<file path="config.mk">
export PLATFORM = sky130hd
export DESIGN_NAME = perfect_number_counter_core_flat
export DESIGN_NICKNAME = d
export VERILOG_FILES = /design/src/rtl/pnc_pkg.sv /design/src/rtl/pnc_if.sv /design/src/rtl/perfect_number_counter_core.sv /design/src/rtl/pnc_divider.sv /design/src/rtl/pnc_ctrl.sv /design/src/flat_wrapper.sv
export SDC_FILE = /design/constraint.sdc
export NUM_CORES = 1
export LEC_CHECK = 0
export BUFFER_PORTS_ARGS = -buffer_cell sky130_fd_sc_hd__buf_2
export CORE_MARGIN = 5
export CORE_UTILIZATION = 55
export CTS_CLUSTER_DIAMETER = 120
export CTS_CLUSTER_SIZE = 28
export DETAILED_ROUTE_END_ITERATION = 10
export PLACE_DENSITY = 0.73
export SETUP_SLACK_MARGIN = 0.15
export SYNTH_ARGS = -nofsm -noshare
export SYNTH_HDL_FRONTEND = slang
export SYNTH_SLANG_ARGS = --single-unit
</file>
<file path="constraint.sdc">
create_clock -name clk_i -period 7.5 [get_ports clk_i]
set_input_delay 0 -clock clk_i [delete_from_list [all_inputs] [get_ports clk_i]]
set_output_delay 0 -clock clk_i [all_outputs]
set_load 0.005 [all_outputs]
</file>
<file path="src/rtl/pnc_pkg.sv">
// Shared definitions for the perfect number counter: widths, sequencer states
// and the control structs passed between its modules. No dependencies.
package pnc_pkg;

  localparam int VALUE_BITS_DEF = 16;
  localparam int COUNT_BITS_DEF = 16;
  localparam int SUM_BITS       = 24;

  localparam logic [SUM_BITS-1:0] SUM_MAX = '1;

  typedef enum logic [1:0] {
    ST_IDLE,
    ST_WAIT,
    ST_FINISH
  } pnc_state_e;

  typedef struct packed {
    logic done;
    logic rem_zero;
  } pnc_div_status_t;

  typedef struct packed {
    logic valid;
    logic is_perfect;
    logic set_done;
  } pnc_res_ctl_t;

endpackage

</file>
<file path="src/rtl/pnc_if.sv">
// Valid/ready channel interfaces for the perfect number counter items.
// Depends on pnc_pkg for the default widths.
interface pnc_in_if import pnc_pkg::*; #(
  parameter int VALUE_BITS = VALUE_BITS_DEF
);
  logic                         valid;
  logic                         ready;
  logic signed [VALUE_BITS-1:0] value;
  logic                         last_in_set;

  modport source (output valid, output value, output last_in_set, input ready);
  modport sink   (input valid, input value, input last_in_set, output ready);
endinterface

interface pnc_out_if import pnc_pkg::*; #(
  parameter int COUNT_BITS = COUNT_BITS_DEF
);
  logic                  valid;
  logic                  ready;
  logic                  is_perfect;
  logic [SUM_BITS-1:0]   divisor_sum;
  logic [COUNT_BITS-1:0] perfect_count;
  logic                  set_done;

  modport source (output valid, output is_perfect, output divisor_sum,
                  output perfect_count, output set_done, input ready);
  modport sink   (input valid, input is_perfect, input divisor_sum,
                  input perfect_count, input set_done, output ready);
endinterface

</file>
<file path="src/rtl/perfect_number_counter_core.sv">
// Top level of the perfect number counter: channel handling, output register,
// sequencer and remainder unit. Depends on pnc_pkg, pnc_if, pnc_ctrl, pnc_divider.
//
// Usage: each input item carries a signed value and a last_in_set flag; each
// produces exactly one output item with the perfect flag, the sum of proper
// divisors (saturating at 24 bits), the perfect count of the current set
// including this item, and set_done, a copy of last_in_set. The count is
// cleared after the item that closes a set.
// Method: a positive value v above one is tested against every trial divisor
// 1 to v-1; each trial is one pass of the bit-serial remainder unit. Zero, one
// and negative values skip the trials and go straight to the result.
// One item is in work at a time; in_i.ready is high only while idle.
// The finished result sits in an output register, so the next item is taken
// while a result waits; a stalled receiver holds the item steady and only
// blocks the sequencer when a second result is ready.
// Reset clears the sequencer, the divisor sum, the set count and out_o.valid.
module perfect_number_counter_core import pnc_pkg::*; #(
  parameter int VALUE_BITS = VALUE_BITS_DEF,
  parameter int COUNT_BITS = COUNT_BITS_DEF
) (
  input  logic      clk_i,
  input  logic      rst_ni,
  pnc_in_if.sink    in_i,
  pnc_out_if.source out_o
);

  pnc_res_ctl_t          res;
  pnc_div_status_t       div_status;
  logic [SUM_BITS-1:0]   res_sum;
  logic [COUNT_BITS-1:0] res_count;
  logic                  res_take;
  logic                  div_start;
  logic [VALUE_BITS-1:0] div_dividend;
  logic [VALUE_BITS-1:0] div_divisor;
  logic                  out_valid_q, out_valid_d;
  logic                  is_perfect_q;
  logic [SUM_BITS-1:0]   sum_q;
  logic [COUNT_BITS-1:0] count_q;
  logic                  set_done_q;

  assign res_take = res.valid && (!out_valid_q || out_o.ready);

  pnc_ctrl #(
    .VALUE_BITS (VALUE_BITS),
    .COUNT_BITS (COUNT_BITS)
  ) u_ctrl (
    .clk_i          (clk_i),
    .rst_ni         (rst_ni),
    .in_valid_i     (in_i.valid),
    .in_ready_o     (in_i.ready),
    .value_i        (in_i.value),
    .last_i         (in_i.last_in_set),
    .res_take_i     (res_take),
    .res_o          (res),
    .sum_o          (res_sum),
    .count_o        (res_count),
    .div_start_o    (div_start),
    .div_dividend_o (div_dividend),
    .div_divisor_o  (div_divisor),
    .div_status_i   (div_status)
  );

  pnc_divider #(
    .VALUE_BITS (VALUE_BITS)
  ) u_divider (
    .clk_i      (clk_i),
    .rst_ni     (rst_ni),
    .start_i    (div_start),
    .dividend_i (div_dividend),
    .divisor_i  (div_divisor),
    .status_o   (div_status)
  );

  always_comb begin
    out_valid_d = out_valid_q;
    if (res_take) begin
      out_valid_d = 1'b1;
    end else if (out_o.ready) begin
      out_valid_d = 1'b0;
    end
  end

  always_ff @(posedge clk_i or negedge rst_ni) begin
    if (!rst_ni) begin
      out_valid_q <= 1'b0;
    end else begin
      out_valid_q <= out_valid_d;
    end
  end

  always_ff @(posedge clk_i) begin
    if (res_take) begin
      is_perfect_q <= res.is_perfect;
      sum_q        <= res_sum;
      count_q      <= res_count;
      set_done_q   <= res.set_done;
    end
  end

  assign out_o.valid         = out_valid_q;
  assign out_o.is_perfect    = is_perfect_q;
  assign out_o.divisor_sum   = sum_q;
  assign out_o.perfect_count = count_q;
  assign out_o.set_done      = set_done_q;

endmodule

</file>
<file path="src/rtl/pnc_divider.sv">
// Restoring remainder unit: one quotient bit per cycle, done as a one-cycle
// pulse once the last bit is in. Depends on pnc_pkg.
module pnc_divider import pnc_pkg::*; #(
  parameter int VALUE_BITS = VALUE_BITS_DEF
) (
  input  logic                  clk_i,
  input  logic                  rst_ni,
  input  logic                  start_i,
  input  logic [VALUE_BITS-1:0] dividend_i,
  input  logic [VALUE_BITS-1:0] divisor_i,
  output pnc_div_status_t       status_o
);

  localparam int CNT_W = $clog2(VALUE_BITS + 1);

  logic                  busy_q, busy_d;
  logic                  done_q, done_d;
  logic [CNT_W-1:0]      cnt_q, cnt_d;
  logic [VALUE_BITS-1:0] rem_q, rem_d;
  logic [VALUE_BITS-1:0] dvd_q, dvd_d;
  logic [VALUE_BITS-1:0] dvs_q, dvs_d;
  logic [VALUE_BITS-1:0] rem_sh;
  logic [VALUE_BITS-1:0] rem_nx;

  assign rem_sh = {rem_q[VALUE_BITS-2:0], dvd_q[VALUE_BITS-1]};
  assign rem_nx = (rem_sh >= dvs_q) ? (rem_sh - dvs_q) : rem_sh;

  always_comb begin
    busy_d = busy_q;
    done_d = 1'b0;
    cnt_d  = cnt_q;
    rem_d  = rem_q;
    dvd_d  = dvd_q;
    dvs_d  = dvs_q;
    if (start_i) begin
      busy_d = 1'b1;
      cnt_d  = CNT_W'(VALUE_BITS);
      rem_d  = '0;
      dvd_d  = dividend_i;
      dvs_d  = divisor_i;
    end else if (busy_q) begin
      rem_d = rem_nx;
      dvd_d = {dvd_q[VALUE_BITS-2:0], 1'b0};
      cnt_d = cnt_q - CNT_W'(1);
      if (cnt_q == CNT_W'(1)) begin
        busy_d = 1'b0;
        done_d = 1'b1;
      end
    end
  end

  always_ff @(posedge clk_i or negedge rst_ni) begin
    if (!rst_ni) begin
      busy_q <= 1'b0;
      done_q <= 1'b0;
      cnt_q  <= '0;
    end else begin
      busy_q <= busy_d;
      done_q <= done_d;
      cnt_q  <= cnt_d;
    end
  end

  always_ff @(posedge clk_i) begin
    rem_q <= rem_d;
    dvd_q <= dvd_d;
    dvs_q <= dvs_d;
  end

  assign status_o.done     = done_q;
  assign status_o.rem_zero = (rem_q == '0);

endmodule

</file>
<file path="src/rtl/pnc_ctrl.sv">
// Sequencer for the trial division: steps the trial divisor, accumulates the
// saturating divisor sum and keeps the per-set count. Depends on pnc_pkg.
module pnc_ctrl import pnc_pkg::*; #(
  parameter int VALUE_BITS = VALUE_BITS_DEF,
  parameter int COUNT_BITS = COUNT_BITS_DEF
) (
  input  logic                  clk_i,
  input  logic                  rst_ni,
  input  logic                  in_valid_i,
  output logic                  in_ready_o,
  input  logic [VALUE_BITS-1:0] value_i,
  input  logic                  last_i,
  input  logic                  res_take_i,
  output pnc_res_ctl_t          res_o,
  output logic [SUM_BITS-1:0]   sum_o,
  output logic [COUNT_BITS-1:0] count_o,
  output logic                  div_start_o,
  output logic [VALUE_BITS-1:0] div_dividend_o,
  output logic [VALUE_BITS-1:0] div_divisor_o,
  input  pnc_div_status_t       div_status_i
);

  localparam int ACC_W = ((SUM_BITS > VALUE_BITS) ? SUM_BITS : VALUE_BITS) + 1;

  pnc_state_e            state_q, state_d;
  logic [VALUE_BITS-1:0] d_q, d_d;
  logic [SUM_BITS-1:0]   sum_q, sum_d;
  logic [COUNT_BITS-1:0] count_q, count_d;
  logic [VALUE_BITS-1:0] v_q;
  logic                  pos_q;
  logic                  last_q;
  logic                  load_in;
  logic                  positive;
  logic [ACC_W-1:0]      sum_add;
  logic [SUM_BITS-1:0]   sum_sat;
  logic [VALUE_BITS-1:0] d_inc;
  logic                  perfect;
  logic [COUNT_BITS-1:0] count_inc;

  assign positive  = !value_i[VALUE_BITS-1] && (value_i != '0);
  assign sum_add   = ACC_W'(sum_q) + ACC_W'(d_q);
  assign sum_sat   = (sum_add > ACC_W'(SUM_MAX)) ? SUM_MAX : sum_add[SUM_BITS-1:0];
  assign d_inc     = d_q + VALUE_BITS'(1);
  assign perfect   = pos_q && (ACC_W'(sum_q) == ACC_W'(v_q));
  assign count_inc = (perfect && (count_q != '1)) ? (count_q + COUNT_BITS'(1)) : count_q;

  always_comb begin
    state_d          = state_q;
    d_d              = d_q;
    sum_d            = sum_q;
    count_d          = count_q;
    in_ready_o       = 1'b0;
    load_in          = 1'b0;
    div_start_o      = 1'b0;
    div_dividend_o   = v_q;
    div_divisor_o    = d_q;
    res_o.valid      = 1'b0;
    res_o.is_perfect = perfect;
    res_o.set_done   = last_q;
    unique case (state_q)
      ST_IDLE: begin
        in_ready_o = 1'b1;
        if (in_valid_i) begin
          load_in = 1'b1;
          d_d     = VALUE_BITS'(1);
          sum_d   = '0;
          if (positive && (value_i != VALUE_BITS'(1))) begin
            div_start_o    = 1'b1;
            div_dividend_o = value_i;
            div_divisor_o  = VALUE_BITS'(1);
            state_d        = ST_WAIT;
          end else begin
            state_d = ST_FINISH;
          end
        end
      end
      ST_WAIT: begin
        if (div_status_i.done) begin
          if (div_status_i.rem_zero) begin
            sum_d = sum_sat;
          end
          if (d_inc != v_q) begin
            d_d           = d_inc;
            div_start_o   = 1'b1;
            div_divisor_o = d_inc;
          end else begin
            state_d = ST_FINISH;
          end
        end
      end
      ST_FINISH: begin
        res_o.valid = 1'b1;
        if (res_take_i) begin
          count_d = last_q ? '0 : count_inc;
          d_d     = VALUE_BITS'(1);
          sum_d   = '0;
          state_d = ST_IDLE;
        end
      end
      default: state_d = ST_IDLE;
    endcase
  end

  always_ff @(posedge clk_i or negedge rst_ni) begin
    if (!rst_ni) begin
      state_q <= ST_IDLE;
      d_q     <= VALUE_BITS'(1);
      sum_q   <= '0;
      count_q <= '0;
    end else begin
      state_q <= state_d;
      d_q     <= d_d;
      sum_q   <= sum_d;
      count_q <= count_d;
    end
  end

  always_ff @(posedge clk_i) begin
    if (load_in) begin
      v_q    <= value_i;
      pos_q  <= positive;
      last_q <= last_i;
    end
  end

  assign sum_o            = sum_q;
  assign count_o          = count_inc;

endmodule

</file>
<file path="src/flat_wrapper.sv">
// flat-port wrapper written by rule: the top's interface ports become plain ports
module perfect_number_counter_core_flat import pnc_pkg::*;
#(
  parameter int VALUE_BITS = VALUE_BITS_DEF,
  parameter int COUNT_BITS = COUNT_BITS_DEF
)
  (clk_i, rst_ni, in_i_valid, in_i_value, in_i_last_in_set, in_i_ready, out_o_valid, out_o_is_perfect, out_o_divisor_sum, out_o_perfect_count, out_o_set_done, out_o_ready);
  pnc_in_if #(.VALUE_BITS(VALUE_BITS)) in_i_i ();
  pnc_out_if #(.COUNT_BITS(COUNT_BITS)) out_o_i ();
  input  logic clk_i;
  input  logic rst_ni;
  input wire logic [$bits(in_i_i.valid)-1:0] in_i_valid;
  input wire logic [$bits(in_i_i.value)-1:0] in_i_value;
  input wire logic [$bits(in_i_i.last_in_set)-1:0] in_i_last_in_set;
  output wire logic [$bits(in_i_i.ready)-1:0] in_i_ready;
  output wire logic [$bits(out_o_i.valid)-1:0] out_o_valid;
  output wire logic [$bits(out_o_i.is_perfect)-1:0] out_o_is_perfect;
  output wire logic [$bits(out_o_i.divisor_sum)-1:0] out_o_divisor_sum;
  output wire logic [$bits(out_o_i.perfect_count)-1:0] out_o_perfect_count;
  output wire logic [$bits(out_o_i.set_done)-1:0] out_o_set_done;
  input wire logic [$bits(out_o_i.ready)-1:0] out_o_ready;
  assign in_i_i.valid = in_i_valid;
  assign in_i_i.value = in_i_value;
  assign in_i_i.last_in_set = in_i_last_in_set;
  assign in_i_ready = in_i_i.ready;
  assign out_o_valid = out_o_i.valid;
  assign out_o_is_perfect = out_o_i.is_perfect;
  assign out_o_divisor_sum = out_o_i.divisor_sum;
  assign out_o_perfect_count = out_o_i.perfect_count;
  assign out_o_set_done = out_o_i.set_done;
  assign out_o_i.ready = out_o_ready;
  perfect_number_counter_core #(.VALUE_BITS(VALUE_BITS), .COUNT_BITS(COUNT_BITS)) u_core (.clk_i(clk_i), .rst_ni(rst_ni), .in_i(in_i_i), .out_o(out_o_i));
endmodule
</file>
After elaboration in Yosys (flattened, before gate mapping)
Index checks and enable logic that the tools add are counted.

Add/subtract/negate cells: 5. $mul: 0. Div/mod/pow operators: 0. Magnitude comparators: 2. Equality and inequality tests: 12. Shifts and indexed selects: 0. Muxes and demuxes: 47. Bitwise operators: 0. Reductions and logical operators: 18.

Operator list (count): 16-bit 2-to-1 mux (14); 24-bit 2-to-1 mux (5); 24-bit one-hot mux with 3 select lines (1); 16-bit one-hot mux with 3 select lines (1); 16-bit by 1-bit adder with 16-bit output, second input constant (2); 16-bit one-hot mux with 2 select lines (1); 24-bit by 16-bit adder with 25-bit output (1); 25-bit by 24-bit > comparator with 1-bit output, second input constant (1); 24-bit by 16-bit equality test with 1-bit output (1); 16-bit greater-or-equal comparator (1); 16-bit logical NOT (1); 1-bit 2-to-1 mux (16); 16-bit by 1-bit != test with 1-bit output, second input constant (1); 16-bit != test (1); 16-bit != test, second input constant (1); 16-bit nonzero test (1); 16-bit subtractor (1); 2-bit 2-to-1 mux (5); 5-bit 2-to-1 mux (2); 2-bit != test, second input constant (3); 2-bit one-hot mux with 3 select lines (1); 5-bit by 1-bit equality test with 1-bit output, second input constant (1); 1-bit logical AND (5); 5-bit AND reduction (1); other kinds (13) (16).

Register bits after elaboration: 174. Bits in latches: 0. RAM bits: 0. Memory bits (read-only): 0. Word-level logic and storage cells: 102. Memories kept: 0.

Logic depth before layout (Yosys ltp)
Word-level depth: 7. Depth in mapped cells: 13. Mapped depth without buffers: 11.

Modules after synthesis
A second synthesis with hierarchy kept.

Cell total of the unflattened synthesis: 940. Area total of the unflattened synthesis: 9919.5 sq um.

Modules (own cells, without submodules): pnc_ctrl (instances 1, cells an instance 616, area an instance 5566.6 sq um); pnc_divider (instances 1, cells an instance 278, area an instance 3047.9 sq um); perfect_number_counter_core (instances 1, cells an instance 46, area an instance 1305.0 sq um).

Worst setup path after synthesis
No wires, ideal clock.

Path kind: register -> register. Start: register u_core.u_ctrl.d_q[0]. End: register u_core.u_divider.dvd_q[1], data pin. Library setup time: 0.260 ns. Arrival time: 3.004 ns. Data required time: 7.240 ns. Setup slack: 4.236 ns. Stages on the path, launching flop included: 12. Buffers on the path: 1. Cell sequence: dfstp_2 > ha_1 > nand4_1 > or3_4 > nand2_1 > or4bb_1 > a211o_1 > o21ai_4 > o21a_4 > inv_2 > buf_6 > mux2_4.

Longest elaborated chain between the ends: 6.

RTL lines: from (decl) (line pnc_ctrl.sv:26) `logic [VALUE_BITS-1:0] d_q, d_d;`; from (signal assigned) (line pnc_ctrl.sv:107) `d_q <= VALUE_BITS'(1);`; from (signal assigned) (line pnc_ctrl.sv:112) `d_q <= d_d;`; 16-bit by 1-bit adder with 16-bit output (line pnc_ctrl.sv:43) `assign d_inc = d_q + VALUE_BITS'(1);`; 16-bit != test (line pnc_ctrl.sv:82) `if (d_inc != v_q) begin`; 1-bit 2-to-1 mux (line pnc_ctrl.sv:82); 1-bit 2-to-1 mux (line pnc_ctrl.sv:78) `if (div_status_i.done) begin`; 1-bit one-hot mux with 2 select lines (line pnc_ctrl.sv:60) `unique case (state_q)`; 16-bit 2-to-1 mux (line pnc_divider.sv:35) `if (start_i) begin`; net u_core.u_divider.dvd_d[1] (line pnc_divider.sv:20) `logic [VALUE_BITS-1:0] dvd_q, dvd_d;`; to (signal assigned) (line pnc_divider.sv:66) `dvd_q <= dvd_d;`; to (decl) (line pnc_divider.sv:20).

The timed path passes the listed nets, and every way through them passes these cells. A chain may end at the register's enable or synchronous reset.

Final worst setup path
Start: register u_core.u_ctrl.d_q[0]. End: register u_core.u_divider.dvs_q[14], data pin.

Longest elaborated chain between the ends: 5.

RTL lines: 16-bit by 1-bit adder with 16-bit output (*) (line pnc_ctrl.sv:43); 16-bit != test (line pnc_ctrl.sv:82); 16-bit 2-to-1 mux (*) (line pnc_ctrl.sv:82); 16-bit 2-to-1 mux (*) (line pnc_ctrl.sv:78); 16-bit one-hot mux with 2 select lines (*) (line pnc_ctrl.sv:60); net u_core.div_divisor[14] (line perfect_number_counter_core.sv:34) `logic [VALUE_BITS-1:0] div_divisor;`; to (signal assigned) (line pnc_divider.sv:67) `dvs_q <= dvs_d;`; to (decl) (line pnc_divider.sv:21) `logic [VALUE_BITS-1:0] dvs_q, dvs_d;`.

Mark *: on every way through the listed nets, which the timed path passes. The rest lies on a longest branch.

==> run_results.csv <==
group,metric,value,unit
status,run_status,"finished, final reports clean",
route,drcViolationCount,0,
hold_path,min_path_cells,3,
global_routing,grt_antenna_before_repair,0,
clocking,cts_max_level,4,
layout,final_util,63.25,%
layout,layout.nets,1123,
synthesis,syn_inst,1001,
pwr,finalPower,0.004408,W
sta,hold_violations,0,
floorplan,die_area,0.02121,mm^2
synthesis,synth-main-ff-cell,"edfxtp_1",
worst_setup_path,cpMaxStageDelayCell,"dfstp_2",
sta,rsz0062_at_grt,"false",
route,wirelength,25180,um
worst_setup_path,path_buf_inv,2,
worst_setup_path,reg2regPathDepth,11,
sta,clock_skew,0.01336,ns
synthesis,ys_seq_elements,174,
route,avgRoutedWirePerCell,19.28,um
global_routing,overflow,0,
worst_setup_path,cp.required,7.76,ns
layout,drive_above_1_share,14.67,%
worst_setup_path,cp_max_fo,36,
sta,worstMarginPinSlew,1.144,ns
clocking,hold_buffers,18,
synthesis,synth_warnings,0,
clocking,cts_setup_buffers,0,
clocking,cts.sinks,174,
pwr,leakage,4.774,nW
route,vias,8126,
floorplan,io_pins,65,
worst_setup_path,arrival,4.67,ns
worst_setup_path,crit_family,"compound AO/OA/AOI/OAI gates",
clocking,cts_buffer_depth,2,
synthesis,synth_nets,1060,
pwr,power_density,386.7,mW/mm^2
hold_path,hold_path_end,"u_core.out_o.valid",
sta,relSlewSlack,23.73,%
worst_setup_path,endpoint_kind,"flop",
worst_setup_path,r2r_start,"u_core.u_ctrl.d_q[0]",
route,drt-initial-drc-count,845,
synthesis,ys_seq_area_share,46.80,%
layout,final_area,0.01140,mm^2
floorplan,core,0.01802,mm^2
clocking,cts_tree,"done",
synthesis,synth_cell_types,75,
sta,setup_viol,0,
layout,antennaDiodeCount,0,
run,maxCapViolCount,0,
global_routing,grtUsageTotal,23.43,%
placement,numPortBuffers,64,
worst_setup_path,worstSetupPathType,"reg2reg",
global_routing,grt_pass1_vias,7493,
sta,tns,0,ns
synthesis,synth_area,0.01012,mm^2
clocking,cts-root-buf,"clkbuf_16",
sta,max_freq,0.2267,GHz
synthesis,synth_area_per_cell,10.11,um^2
floorplan,fp-row-count,49,
sta,report.final.slew_viol_count,0,
worst_setup_path,cpPeakStageDelay,0.66,ns
layout,area.growth.synth_to_final,12.66,%
placement,dpl-instance-area,0.01059,mm^2
global_routing,grt_max_degree,67,
sta,finalCritPeriodShare,58.82,%
floorplan,die_w,145.6,um
worst_setup_path,startpoint_type,"flop",
hold_path,hold_path.class,"in2reg",
worst_setup_path,crit_chain,"ha_1 -> nand4_1 -> or3_4 -> nand2_1 -> or4bb_1 -> a211o_1 -> o21ai_4 -> o21a_4 -> inv_2 -> buf_4 -> o211ai_1",
worst_setup_path,path_depth,11,
clocking,ctsResizeCount,0,
worst_setup_path,regToRegSetupSlack,3.09,ns
hold_path,hp-start,"out_o_ready",
route,dr.pass1.iters,6,
clocking,path_clk_slew,0.07,ns
clocking,cts_buffers,17,
synthesis,synth-async-reset-ratio,37.93,%
placement,place_congestion,0.9017,
route,ant_nets,0,
global_routing,grt_first_pass_wirelength,40330,um
clocking,clock_latency,0.43,ns
pwr,ir_drop,0.2767,mV
sta,fin_crit,4.412,ns
placement,dp_hpwl,17550,um
synthesis,synth-edff-count,92,
floorplan,die_y,145.6,um
worst_setup_path,r2r-end,"u_core.u_divider.dvs_q[14]",
floorplan,start_util,56.14,%
route,avgViaCountPerCell,6.222,
==> worst max-delay path by stage <==
| stage | start | end |
|---|---|---|
| 3_5_place_dp | u_core.u_ctrl.d_q[0] | u_core.u_divider.dvs_q[14] |
| 2_1_floorplan | u_core.u_ctrl.d_q[0] | u_core.u_divider.dvd_q[1] |
| 3_3_place_gp | u_core.u_ctrl.d_q[0] | u_core.u_divider.dvs_q[14] |
| 5_1_grt | u_core.u_ctrl.d_q[0] | u_core.u_divider.dvs_q[14] |
| 6_report | u_core.u_ctrl.d_q[0] | u_core.u_divider.dvs_q[14] |
| 4_1_cts | u_core.u_ctrl.d_q[0] | u_core.u_divider.dvs_q[14] |
==> final cells by class <==
class | instances | area, um^2
Fill cell | 1443 | 6624
Multi-Input combinational cell | 728 | 4976
Sequential cell | 174 | 4736
Timing Repair Buffer | 92 | 575.6
Clock buffer | 20 | 467.9
Tap cell | 229 | 286.5
Inverter | 51 | 191.4
Clock inverter | 12 | 167.7
==> worst reg2reg max path: stages, from the launching register on <==
cell and delay [ns]:
dfstp_2 0.66, ha_1 0.38, nand4_1 0.23, or3_4 0.42
nand2_1 0.07, or4bb_1 0.47, a211o_1 0.37, o21ai_4 0.56
o21a_4 0.26, inv_2 0.21, buf_4 0.37, o211ai_1 0.23
==> Yosys cell counts, types with 8 or more instances <==
cell type | n | share of area, %
nand2_1 | 126 | 4.7
edfxtp_1 | 92 | 27
nor2_1 | 67 | 2.5
dfrtp_1 | 65 | 16
inv_1 | 50 | 1.9
xnor2_1 | 44 | 3.8
a21oi_1 | 38 | 1.9
ha_1 | 36 | 4.5
clkbuf_1 | 35 | 1.3
o21ai_0 | 35 | 1.7
nand3_1 | 30 | 1.5
nand4_1 | 23 | 1.4
xor2_1 | 21 | 1.8
nor3_1 | 20 | 0.99
o211ai_1 | 18 | 1.3
o311ai_0 | 18 | 1.6
dfxtp_1 | 16 | 3.2
mux2i_1 | 16 | 1.6
mux2_4 | 14 | 2.1
and3_1 | 13 | 0.80
or3_1 | 13 | 0.80
a211oi_2 | 12 | 1.5
a21o_1 | 12 | 0.89
a31oi_1 | 12 | 0.74
a22oi_1 | 11 | 0.82
o21a_1 | 10 | 0.74
o31ai_1 | 10 | 0.74
and2_1 | 9 | 0.56
buf_2 | 9 | 0.45
nand2b_1 | 9 | 0.56
nor4_1 | 9 | 0.56
a211oi_1 | 8 | 0.59
a22o_1 | 8 | 0.69
==> layer usage <==
| layer | vias to the layer above | GRT usage [%] | part of all wire, % | routed length (um) |
|---|---|---|---|---|
| met5 | - | 0 | 0 | 0 |
| met3 | 40 | 4.609 | 5.8 | 1455 |
| met2 | 278 | 35.77 | 47 | 11770 |
| met1 | 3961 | 33.67 | 45 | 11350 |
| li1 | 3847 | - | - | - |
| met4 | 0 | 7.836 | 2.4 | 606 |
==> state kept, by name, summed over array words and instances (netlist names), 2 cells and up <==
signal and cells:
u_core.u_ctrl.count_q 16, u_core.u_ctrl.state_q 2, u_core.out_o.perfect_count 16, u_core.u_divider.dvs_q 16, u_core.out_o.divisor_sum 24, u_core.u_divider.dvd_q 16
u_core.u_ctrl.sum_o 24, u_core.u_divider.cnt_q 5, u_core.u_ctrl.d_q 16, u_core.u_divider.rem_q 16, u_core.u_ctrl.v_q 16
==> cell usage in the layout (no fill, tap or decap), types with 13 or more instances in the layout <==
master and instances:
edfxtp_1 92, mux2_4 14, buf_2 64, xor2_1 21, nor2_1 67, inv_1 49
or3_1 13, clkbuf_16 18, dfrtp_1 65, xnor2_1 44, dfxtp_1 16, o21ai_0 35
nand3_1 30, nand4_1 23, mux2i_1 16, a21oi_1 38, ha_1 36, nor3_1 19
o211ai_1 18, dlygate4sd3_1 18, nand2_1 126, o311ai_0 18, and3_1 13
==> logic make-up (layout without fill, tap and decap cells) <==
family          after synthesis  in the layout  share of synthesized area [%]
simple gates                348            348                          16.67
compound gates              243            243                          17.88
flops                       174            174                          46.80
buf+inv                      99            175                          4.080
xor+xnor                     65             65                          5.626
fa+ha+maj                    38             38                          4.847
mux                          34             34                          4.105
==> through the flow <==
step,setup slack [ns],hold slack [ns],cells
2_1_floorplan,4.236,-0.2956,1001
3_3_place_gp,3.321,0.1781,1256
3_5_place_dp,3.221,0.1790,1256
4_1_cts,3.161,0.02386,1306
5_1_grt,2.885,0.03441,1306
6_report,3.088,0.03431,1306
==> power by group <==
part	switching [W]	internal (W)
registers	0.000288	0.00129
clock network	0.000389	0.000562
logic	0.00104	0.000835
Note: power is estimated with default switching activity, not from simulation.
